==> src/sv/atq_pkg.sv <==
`timescale 1ns / 1ps

package atq_pkg;

  localparam int DepthDefault = 16;
  localparam int LinkCount    = 8;

  localparam logic [15:0] AckTimeoutReset = 16'd2000;
  localparam logic [15:0] RetryDelayReset = 16'd100;
  localparam logic [3:0]  MaxResendsReset = 4'd2;
  localparam logic [15:0] NoreplyIdReset  = 16'd0;

  localparam logic [15:0] NoreplyNextTicks = 16'd1;
  localparam logic [3:0]  ResendMax        = 4'd15;

  typedef enum logic [1:0] {
    ACT_PUSH  = 2'd0,
    ACT_ACK   = 2'd1,
    ACT_TICK  = 2'd2,
    ACT_CLEAR = 2'd3
  } action_e;

  typedef enum logic [1:0] {
    CFG_ACK_TIMEOUT = 2'd0,
    CFG_RETRY_DELAY = 2'd1,
    CFG_MAX_RESENDS = 2'd2,
    CFG_NOREPLY_ID  = 2'd3
  } cfg_idx_e;

  typedef struct packed {
    logic [1:0]  action;
    logic [15:0] pkt_id;
    logic [15:0] pkt_len;
    logic [2:0]  link_num;
    logic        link_connected;
    logic        link_credit;
    logic        link_vendor;
    logic        send_ok;
  } in_item_t;

  typedef struct packed {
    logic        send_valid;
    logic [3:0]  send_slot;
    logic [2:0]  send_link;
    logic [15:0] send_id;
    logic [15:0] send_len;
    logic        send_vendor_channel;
    logic        push_accepted;
    logic        queue_empty;
    logic        awaiting_ack;
  } out_item_t;

  // Descriptor as kept in the slot RAM
  typedef struct packed {
    logic [15:0] id;
    logic [15:0] len;
    logic [2:0]  link;
  } slot_t;

  localparam int SlotW = $bits(slot_t);

  typedef enum logic [2:0] {
    S_IDLE,
    S_DISPATCH,
    S_READ,
    S_OFFER,
    S_OUT
  } state_e;

  typedef enum logic [3:0] {
    CMD_NONE,
    CMD_LOAD,
    CMD_PUSH,
    CMD_TICK_DEC,
    CMD_EXPIRE,
    CMD_CLEAR,
    CMD_RELEASE,
    CMD_NOCREDIT,
    CMD_RETRY,
    CMD_SEND
  } cmd_e;

  typedef struct packed {
    action_e act;
    logic    push_ok;
    logic    head_valid;
    logic    timer_run;
    logic    timer_last;
    logic    release_head;
    logic    waiting;
    logic    connected;
    logic    credit;
    logic    send_ok;
  } ctl_status_t;

endpackage

==> src/sv/atq_ram.sv <==
`timescale 1ns / 1ps

module atq_ram #(
  parameter int WIDTH = 8,
  parameter int DEPTH = 16
) (
  input  logic                     clk_i,
  input  logic                     we_i,
  input  logic [$clog2(DEPTH)-1:0] waddr_i,
  input  logic [WIDTH-1:0]         wdata_i,
  input  logic [$clog2(DEPTH)-1:0] raddr_i,
  output logic [WIDTH-1:0]         rdata_o
);

  logic [WIDTH-1:0] mem_q [DEPTH];
  logic [WIDTH-1:0] rdata_q;

  always_ff @(posedge clk_i) begin
    if (we_i) begin
      mem_q[waddr_i] <= wdata_i;
    end
    rdata_q <= mem_q[raddr_i];
  end

  assign rdata_o = rdata_q;

endmodule

==> src/sv/atq_ctrl.sv <==
`timescale 1ns / 1ps

module atq_ctrl import atq_pkg::*; (
  input  logic        clk_i,
  input  logic        rst_ni,
  input  logic        in_valid_i,
  output logic        in_ready_o,
  output logic        out_valid_o,
  input  logic        out_ready_i,
  input  ctl_status_t status_i,
  output cmd_e        cmd_o
);

  state_e state_q, state_d;

  always_ff @(posedge clk_i or negedge rst_ni) begin
    if (!rst_ni) begin
      state_q <= S_IDLE;
    end else begin
      state_q <= state_d;
    end
  end

  always_comb begin
    state_d     = state_q;
    cmd_o       = CMD_NONE;
    in_ready_o  = 1'b0;
    out_valid_o = 1'b0;
    unique case (state_q)
      S_IDLE: begin
        in_ready_o = 1'b1;
        if (in_valid_i) begin
          cmd_o   = CMD_LOAD;
          state_d = S_DISPATCH;
        end
      end
      S_DISPATCH: begin
        state_d = S_OUT;
        unique case (status_i.act)
          ACT_PUSH: begin
            if (status_i.push_ok) begin
              cmd_o   = CMD_PUSH;
              state_d = S_READ;
            end
          end
          ACT_ACK: begin
            if (status_i.head_valid) begin
              state_d = S_READ;
            end
          end
          ACT_TICK: begin
            if (status_i.timer_run) begin
              if (!status_i.timer_last) begin
                cmd_o = CMD_TICK_DEC;
              end else begin
                cmd_o = CMD_EXPIRE;
                if (status_i.head_valid) begin
                  state_d = S_READ;
                end
              end
            end
          end
          ACT_CLEAR: cmd_o = CMD_CLEAR;
          default: state_d = S_OUT;
        endcase
      end
      // Head descriptor arrives from the RAM at the end of this cycle
      S_READ: state_d = S_OFFER;
      S_OFFER: begin
        state_d = S_OUT;
        if (status_i.head_valid) begin
          if (status_i.release_head) begin
            // Drop the head, then offer the next one
            cmd_o   = CMD_RELEASE;
            state_d = S_READ;
          end else if (status_i.waiting || !status_i.connected) begin
            cmd_o = CMD_NONE;
          end else if (!status_i.credit) begin
            cmd_o = CMD_NOCREDIT;
          end else if (!status_i.send_ok) begin
            cmd_o = CMD_RETRY;
          end else begin
            cmd_o = CMD_SEND;
          end
        end
      end
      S_OUT: begin
        out_valid_o = 1'b1;
        if (out_ready_i) begin
          state_d = S_IDLE;
        end
      end
      default: state_d = S_IDLE;
    endcase
  end

endmodule

==> src/sv/atq_datapath.sv <==
`timescale 1ns / 1ps

module atq_datapath import atq_pkg::*; #(
  parameter int DEPTH = DepthDefault
) (
  input  logic        clk_i,
  input  logic        rst_ni,
  input  in_item_t    in_item_i,
  input  cmd_e        cmd_i,
  output ctl_status_t status_o,
  output out_item_t   out_item_o,
  input  logic        cfg_we_i,
  input  cfg_idx_e    cfg_idx_i,
  input  logic [15:0] cfg_wdata_i
);

  localparam int AW = $clog2(DEPTH);
  localparam logic [AW-1:0] LastPos = AW'(DEPTH - 1);

  // Configuration
  logic [15:0] cfg_ack_q, cfg_retry_q, cfg_noreply_q;
  logic [3:0]  cfg_max_q;

  // Queue control
  logic [DEPTH-1:0] valid_q, valid_d;
  logic [AW-1:0]    wp_q, wp_d, rp_q, rp_d;
  logic [3:0]       resend_q, resend_d;
  logic             waiting_q, waiting_d;
  logic [15:0]      timer_left_q, timer_left_d;
  logic             timer_ack_q, timer_ack_d;
  logic             timer_run_q, timer_run_d;
  logic             rel_q, rel_d;
  logic             cmp_q, cmp_d;

  // Item and result payload
  in_item_t    in_q;
  logic        accepted_q;
  logic        sent_q;
  logic [3:0]  sent_slot_q;
  logic [2:0]  sent_link_q;
  logic [15:0] sent_id_q, sent_len_q;
  logic        sent_chan_q;

  slot_t       head;
  logic [SlotW-1:0] ram_rdata;
  logic [3:0]  resend_inc;
  logic [AW-1:0] rp_next, wp_next;

  atq_ram #(
    .WIDTH (SlotW),
    .DEPTH (DEPTH)
  ) u_slot_ram (
    .clk_i   (clk_i),
    .we_i    (cmd_i == CMD_PUSH),
    .waddr_i (wp_q),
    .wdata_i ({in_q.pkt_id, in_q.pkt_len, in_q.link_num}),
    .raddr_i (rp_q),
    .rdata_o (ram_rdata)
  );

  assign head       = slot_t'(ram_rdata);
  assign rp_next    = (rp_q == LastPos) ? '0 : rp_q + 1'b1;
  assign wp_next    = (wp_q == LastPos) ? '0 : wp_q + 1'b1;
  assign resend_inc = (resend_q < ResendMax) ? resend_q + 4'd1 : resend_q;

  always_comb begin
    status_o.act          = action_e'(in_q.action);
    status_o.push_ok      = !valid_q[wp_q] && (32'(in_q.link_num) < 32'(LinkCount));
    status_o.head_valid   = valid_q[rp_q];
    status_o.timer_run    = timer_run_q;
    status_o.timer_last   = (timer_left_q <= 16'd1);
    status_o.release_head = rel_q || (cmp_q && (head.id == in_q.pkt_id));
    status_o.waiting      = waiting_q;
    status_o.connected    = in_q.link_connected;
    status_o.credit       = in_q.link_credit;
    status_o.send_ok      = in_q.send_ok;
  end

  always_comb begin
    valid_d      = valid_q;
    wp_d         = wp_q;
    rp_d         = rp_q;
    resend_d     = resend_q;
    waiting_d    = waiting_q;
    timer_left_d = timer_left_q;
    timer_ack_d  = timer_ack_q;
    timer_run_d  = timer_run_q;
    rel_d        = rel_q;
    cmp_d        = cmp_q;
    unique case (cmd_i)
      CMD_LOAD: begin
        rel_d = 1'b0;
        cmp_d = (in_item_i.action == ACT_ACK);
      end
      CMD_PUSH: begin
        valid_d[wp_q] = 1'b1;
        wp_d          = wp_next;
      end
      CMD_TICK_DEC: timer_left_d = timer_left_q - 16'd1;
      CMD_EXPIRE: begin
        timer_run_d  = 1'b0;
        timer_left_d = '0;
        waiting_d    = 1'b0;
        if (valid_q[rp_q] && timer_ack_q) begin
          resend_d = resend_inc;
          rel_d    = (resend_inc >= cfg_max_q);
        end
      end
      CMD_CLEAR: begin
        timer_run_d  = 1'b0;
        timer_left_d = '0;
        timer_ack_d  = 1'b0;
        valid_d      = '0;
        wp_d         = '0;
        rp_d         = '0;
        resend_d     = '0;
        waiting_d    = 1'b0;
      end
      CMD_RELEASE: begin
        timer_run_d   = 1'b0;
        timer_left_d  = '0;
        valid_d[rp_q] = 1'b0;
        rp_d          = rp_next;
        resend_d      = '0;
        waiting_d     = 1'b0;
        rel_d         = 1'b0;
        cmp_d         = 1'b0;
      end
      CMD_NOCREDIT: begin
        valid_d[rp_q] = 1'b0;
        rp_d          = rp_next;
        resend_d      = '0;
        timer_run_d   = 1'b1;
        timer_left_d  = NoreplyNextTicks;
        timer_ack_d   = 1'b0;
      end
      CMD_RETRY: begin
        timer_run_d  = 1'b1;
        timer_left_d = cfg_retry_q;
        timer_ack_d  = 1'b0;
      end
      CMD_SEND: begin
        timer_run_d = 1'b1;
        if (head.id == cfg_noreply_q) begin
          // No acknowledge expected: release at once
          valid_d[rp_q] = 1'b0;
          rp_d          = rp_next;
          timer_left_d  = NoreplyNextTicks;
          timer_ack_d   = 1'b0;
        end else begin
          waiting_d    = 1'b1;
          timer_left_d = cfg_ack_q;
          timer_ack_d  = 1'b1;
        end
      end
      default: ;
    endcase
  end

  always_ff @(posedge clk_i or negedge rst_ni) begin
    if (!rst_ni) begin
      valid_q       <= '0;
      wp_q          <= '0;
      rp_q          <= '0;
      resend_q      <= '0;
      waiting_q     <= 1'b0;
      timer_left_q  <= '0;
      timer_ack_q   <= 1'b0;
      timer_run_q   <= 1'b0;
      rel_q         <= 1'b0;
      cmp_q         <= 1'b0;
      cfg_ack_q     <= AckTimeoutReset;
      cfg_retry_q   <= RetryDelayReset;
      cfg_max_q     <= MaxResendsReset;
      cfg_noreply_q <= NoreplyIdReset;
    end else begin
      valid_q      <= valid_d;
      wp_q         <= wp_d;
      rp_q         <= rp_d;
      resend_q     <= resend_d;
      waiting_q    <= waiting_d;
      timer_left_q <= timer_left_d;
      timer_ack_q  <= timer_ack_d;
      timer_run_q  <= timer_run_d;
      rel_q        <= rel_d;
      cmp_q        <= cmp_d;
      if (cfg_we_i) begin
        unique case (cfg_idx_i)
          CFG_ACK_TIMEOUT: cfg_ack_q     <= cfg_wdata_i;
          CFG_RETRY_DELAY: cfg_retry_q   <= cfg_wdata_i;
          CFG_MAX_RESENDS: cfg_max_q     <= cfg_wdata_i[3:0];
          CFG_NOREPLY_ID:  cfg_noreply_q <= cfg_wdata_i;
          default: ;
        endcase
      end
    end
  end

  always_ff @(posedge clk_i) begin
    if (cmd_i == CMD_LOAD) begin
      in_q        <= in_item_i;
      accepted_q  <= 1'b0;
      sent_q      <= 1'b0;
      sent_slot_q <= '0;
      sent_link_q <= '0;
      sent_id_q   <= '0;
      sent_len_q  <= '0;
      sent_chan_q <= 1'b0;
    end
    if (cmd_i == CMD_PUSH) begin
      accepted_q <= 1'b1;
    end
    if (cmd_i == CMD_SEND) begin
      sent_q      <= 1'b1;
      sent_slot_q <= 4'(rp_q);
      sent_link_q <= head.link;
      sent_id_q   <= head.id;
      sent_len_q  <= head.len;
      sent_chan_q <= in_q.link_vendor;
    end
  end

  always_comb begin
    out_item_o.send_valid          = sent_q;
    out_item_o.send_slot           = sent_slot_q;
    out_item_o.send_link           = sent_link_q;
    out_item_o.send_id             = sent_id_q;
    out_item_o.send_len            = sent_len_q;
    out_item_o.send_vendor_channel = sent_chan_q;
    out_item_o.push_accepted       = accepted_q;
    out_item_o.queue_empty         = !valid_q[rp_q];
    out_item_o.awaiting_ack        = waiting_q;
  end

endmodule

==> src/sv/acked_transmit_queue_core.sv <==
`timescale 1ns / 1ps
// Sequence: an accepted item passes S_DISPATCH and then S_OUT when no head is
// offered (refused push, empty head, plain tick, clear); when the head is offered it
// passes S_DISPATCH, S_READ, S_OFFER and S_OUT, and a released head is followed by
// a second S_READ and S_OFFER for the next one. One item at a time; the single registered
// read port of the slot RAM sets the offer path. Reset empties every slot and
// loads the register defaults; descriptor storage itself is not cleared.
module acked_transmit_queue_core import atq_pkg::*; #(
  parameter int DEPTH = DepthDefault
) (
  input  logic        clk_i,
  input  logic        rst_ni,
  input  logic        in_valid_i,
  output logic        in_ready_o,
  input  in_item_t    in_item_i,
  output logic        out_valid_o,
  input  logic        out_ready_i,
  output out_item_t   out_item_o,
  input  logic        cfg_we_i,
  input  logic [1:0]  cfg_idx_i,
  input  logic [15:0] cfg_wdata_i
);

  ctl_status_t status;
  cmd_e        cmd;

  atq_ctrl u_ctrl (
    .clk_i       (clk_i),
    .rst_ni      (rst_ni),
    .in_valid_i  (in_valid_i),
    .in_ready_o  (in_ready_o),
    .out_valid_o (out_valid_o),
    .out_ready_i (out_ready_i),
    .status_i    (status),
    .cmd_o       (cmd)
  );

  atq_datapath #(
    .DEPTH (DEPTH)
  ) u_datapath (
    .clk_i       (clk_i),
    .rst_ni      (rst_ni),
    .in_item_i   (in_item_i),
    .cmd_i       (cmd),
    .status_o    (status),
    .out_item_o  (out_item_o),
    .cfg_we_i    (cfg_we_i),
    .cfg_idx_i   (cfg_idx_e'(cfg_idx_i)),
    .cfg_wdata_i (cfg_wdata_i)
  );

endmodule

==> config.mk <==
export PLATFORM = sky130hd
export DESIGN_NAME = acked_transmit_queue_core
export DESIGN_NICKNAME = d
export VERILOG_FILES = /design/src/sv/atq_pkg.sv /design/src/sv/atq_ram.sv /design/src/sv/atq_ctrl.sv /design/src/sv/atq_datapath.sv /design/src/sv/acked_transmit_queue_core.sv
export SDC_FILE = /design/constraint.sdc
export NUM_CORES = 1
export LEC_CHECK = 0
export ABC_CLOCK_PERIOD_IN_PS = 5100
export BUFFER_PORTS_ARGS = -buffer_cell sky130_fd_sc_hd__buf_2
export CELL_PAD_IN_SITES_DETAIL_PLACEMENT = 1
export CELL_PAD_IN_SITES_GLOBAL_PLACEMENT = 2
export CORE_MARGIN = 8
export CORE_UTILIZATION = 44
export CTS_CLUSTER_SIZE = 40
export DETAILED_ROUTE_END_ITERATION = 6
export GPL_TIMING_DRIVEN = 0
export MAX_ROUTING_LAYER = met4
export PLACE_DENSITY = 0.86
export SLEW_MARGIN = 40
export SYNTH_ARGS = -nofsm -noshare
export SYNTH_HDL_FRONTEND = slang
export SYNTH_SLANG_ARGS = --single-unit
==> constraint.sdc <==
create_clock -name clk_i -period 5.1 [get_ports clk_i]
set_input_delay 1.02 -clock clk_i [delete_from_list [all_inputs] [get_ports clk_i]]
set_output_delay 1.02 -clock clk_i [all_outputs]
set_load 0.03 [all_outputs]
==> results.toml <==
[global_routing]
first_global_vias = 17739
grt_overflow = 0
track_usage = 0.220
grt_first_pass_wirelength_um = 121000
antenna_found_initial = 3
grt_max_degree = 72

[pwr]
power_uw = 19000
power_density_nw_per_um2 = 526
peakVddDrop_v = 0.000334
leakage_uw = 0.0124

[critical_path]
end_kind = "flip-flop"
crit_start = "u_ctrl.state_q[0]"
max_stage_delay_ns = 0.71
path_max_fanout = 46
crit_type = "reg -> reg"
slowest_stage = "clkbuf_1"
cp_cell_sequence = "nor3_2 > nand2_1 > inv_6 > nor4b_1 > a21oi_2 > o21ai_1 > nor4b_2 > clkbuf_1 > clkbuf_1 > and2_1"
path_common_cell = "clkbuf_1"
rr_startpoint = "u_ctrl.state_q[0]"
crit_required_ns = 5.58
path_delay_family = "buffers and inverters"
start_kind = "flip-flop"
worstPathArrival_ns = 4.85
critPathBufInv = 3

[yosys]
synthFlopType = "edfxtp_1"
yosysWarnings = 0
seq_area_frac_synth = 0.743
synth-seq-cells = 782
synth_edf_count = 641
syn_avg_cell_area_um2 = 20.2
synth_fp_nets = 1589
synth.distinct_cells = 76
async_flop_share = 0.133
syn_area_um2 = 30400
netlist_instances = 1510

[finish]
areaGrowthSynthToFinish_pct = 19.0
fin_nets = 1854
layout-drive-gt1-share = 0.346
n_fill_cell = 6107
fin_area_um2 = 36200

[clock_network]
cts_resized = 0
cts-root-buf = "clkbuf_16"
cts_hold_buf = 0
htreeDepth = 3
cts_tree = "yes"
numCtsBuffers = 80
cts_setup_buffers = 0
clock_latency_ns = 0.64
cts.reportedPaths.clkPinSlew_ns = 0.07
cts_buffer_depth = 3
cts_sinks = 782

[floorplanning]
initial_core_util = 0.444
die_y_um = 279
dieArea_um2 = 77800
dieWidth_um = 279
coreArea_um2 = 68600
rows = 96
ios = 110

[min_path]
min_path_type = "in -> async"

[placed_design]
postPlaceCellArea_um2 = 33500
hpwl_um = 54300
io_buffers = 109
place_congestion = 0.818

[run]
drv_cap = 0

[sta]
post-route-min-period_ns = 4.37
fmax_mhz = 229
worst_slew_pin_slew_ns = 0.908
skew_ns = 0.0495
setup_viol = 0
hold_viol = 0
rsz0062_at_grt = "no"
slew_violations = 0
fin_crit_sh = 0.858
maxSlewHeadroom = 0.395

[drt]
dr.pass1.iters = 5
via_count = 16312
drcViolationCount = 0
drt-total-wl_um = 83300
drt-initial-drc-count = 1627
viasPerCell = 5.88
drtAntennaViolNets = 0
avgRoutedWirePerCell_um = 30.0

[outcome]
outcome = "complete, no violations"
cell usage in the layout (no fill, tap or decap), drive strengths merged, types with 33 or more instances in the layout:
| cell type | netlist | final |
|---|---|---|
| dfrtp | 94 | 94 |
| buf | 32 | 214 |
| clkbuf | 41 | 154 |
| nor2 | 47 | 47 |
| edfxtp | 641 | 641 |
| and2 | 39 | 39 |
| dfxtp | 37 | 37 |
| mux4 | 179 | 179 |
| xnor2 | 33 | 33 |
| mux2 | 56 | 56 |
where the power goes:
part | switching (uW) | leakage, uW | total [uW] | internal [uW]
sequential | 666 | 0.00741 | 8460 | 7790
combinational | 2610 | 0.00372 | 4630 | 2020
clock | 2540 | 0.00131 | 5950 | 3410
through the flow:
step                 util  TNS (ns)  instances  worst slack, ns  hold slack (ns)
floorplan               -         0       1510            0.396            0.427
global route        0.528         0       2774            0.441            0.255
detailed placement  0.488         0       2624            0.174            0.462
global placement    0.469   -854.88       2550            -3.10            0.438
finish              0.528         0       2776            0.726            0.269
CTS                 0.528         0       2773            0.508            0.243
registers in the layout, indices dropped and copies added, names as in the netlist, 3 cells and up:
signal	count
u_datapath.rp_q	4
u_datapath.u_slot_ram.mem_q	560
u_datapath.timer_left_q	16
u_datapath.status_o	5
u_datapath.sent_slot_q	4
u_datapath.cfg_max_q	4
u_datapath.sent_link_q	3
u_datapath.valid_q	16
u_datapath.resend_q	4
u_datapath.in_q	36
u_ctrl.state_q	3
u_datapath.sent_id_q	16
u_datapath.cfg_noreply_q	16
u_datapath.wp_q	4
u_datapath.cfg_ack_q	16
u_datapath.cfg_retry_q	16
u_datapath.u_slot_ram.rdata_o	35
u_datapath.sent_len_q	16
cell families (layout without fill, tap and decap cells):
kind of cell | Yosys count | in the layout | synth area share
compound gates | 119 | 119 | 0.0287
xor+xnor | 41 | 41 | 0.0118
fa+ha+maj | 15 | 15 | 0.00617
buf+inv | 91 | 423 | 0.0133
flops | 782 | 782 | 0.743
mux | 249 | 249 | 0.158
other cells | 0 | 3 | 0
simple gates | 213 | 213 | 0.0389
path summary, 6_finish.rpt:
check,end,slack [ns],cells after the start
worst max-delay path,u_datapath.sent_len_q[8],0.73,10
max in group asynchronous,u_datapath.cfg_retry_q[2],4.08,2
min in group clk_i,u_datapath.accepted_q,0.47,1
worst min register to register,u_datapath.accepted_q,0.47,1
worst min-delay path,u_datapath.valid_q[5],0.27,1
worst max register to register,u_datapath.sent_len_q[8],0.73,10
metal layers:
| metal | vias up | global-route usage | wire length, um |
|---|---|---|---|
| met5 | - | - | 0 |
| met4 | 0 | 0.0794 | 3000 |
| met3 | 200 | 0.0407 | 5620 |
| met2 | 765 | 0.371 | 42500 |
| met1 | 8677 | 0.266 | 32100 |
| li1 | 6670 | - | - |
synth_stat cells, types with 7 or more instances:
master / count / share of area
edfxtp_1: 641 / 0.63
mux4_2: 176 / 0.13
dfrtp_1: 94 / 0.077
mux2_2: 55 / 0.020
nor2_1: 46 / 0.0057
clkbuf_1: 41 / 0.0051
and2_1: 39 / 0.0080
dfxtp_1: 37 / 0.024
xnor2_1: 33 / 0.0095
nand2_1: 28 / 0.0035
nand3_1: 25 / 0.0041
a21oi_1: 24 / 0.0039
inv_1: 17 / 0.0021
a22oi_1: 16 / 0.0039
o21ai_0: 16 / 0.0026
o22a_1: 16 / 0.0046
buf_1: 15 / 0.0019
ha_1: 15 / 0.0062
mux2i_1: 14 / 0.0046
nor3_1: 12 / 0.0020
dfstp_2: 10 / 0.0086
nand2b_1: 8 / 0.0016
xor2_1: 8 / 0.0023
buf_4: 7 / 0.0017
nand4_1: 7 / 0.0014
nor2b_1: 7 / 0.0014
o211ai_1: 7 / 0.0017
area by class of cell:
cell class | count | area [um2] | area share
clock buffers | 112 | 2270 | 0.0628
diodes | 3 | 7.51 | 0.000207
multi-input cells | 637 | 7570 | 0.209
plain buffers | 73 | 375 | 0.0104
well taps | 931 | 1160 | 0.0322
repair buffers | 183 | 1740 | 0.0479
flip-flops and latches | 782 | 22600 | 0.624
clock inverters | 37 | 419 | 0.0116
inverters | 18 | 72.6 | 0.00200
(Power assumes the default switching activity.)
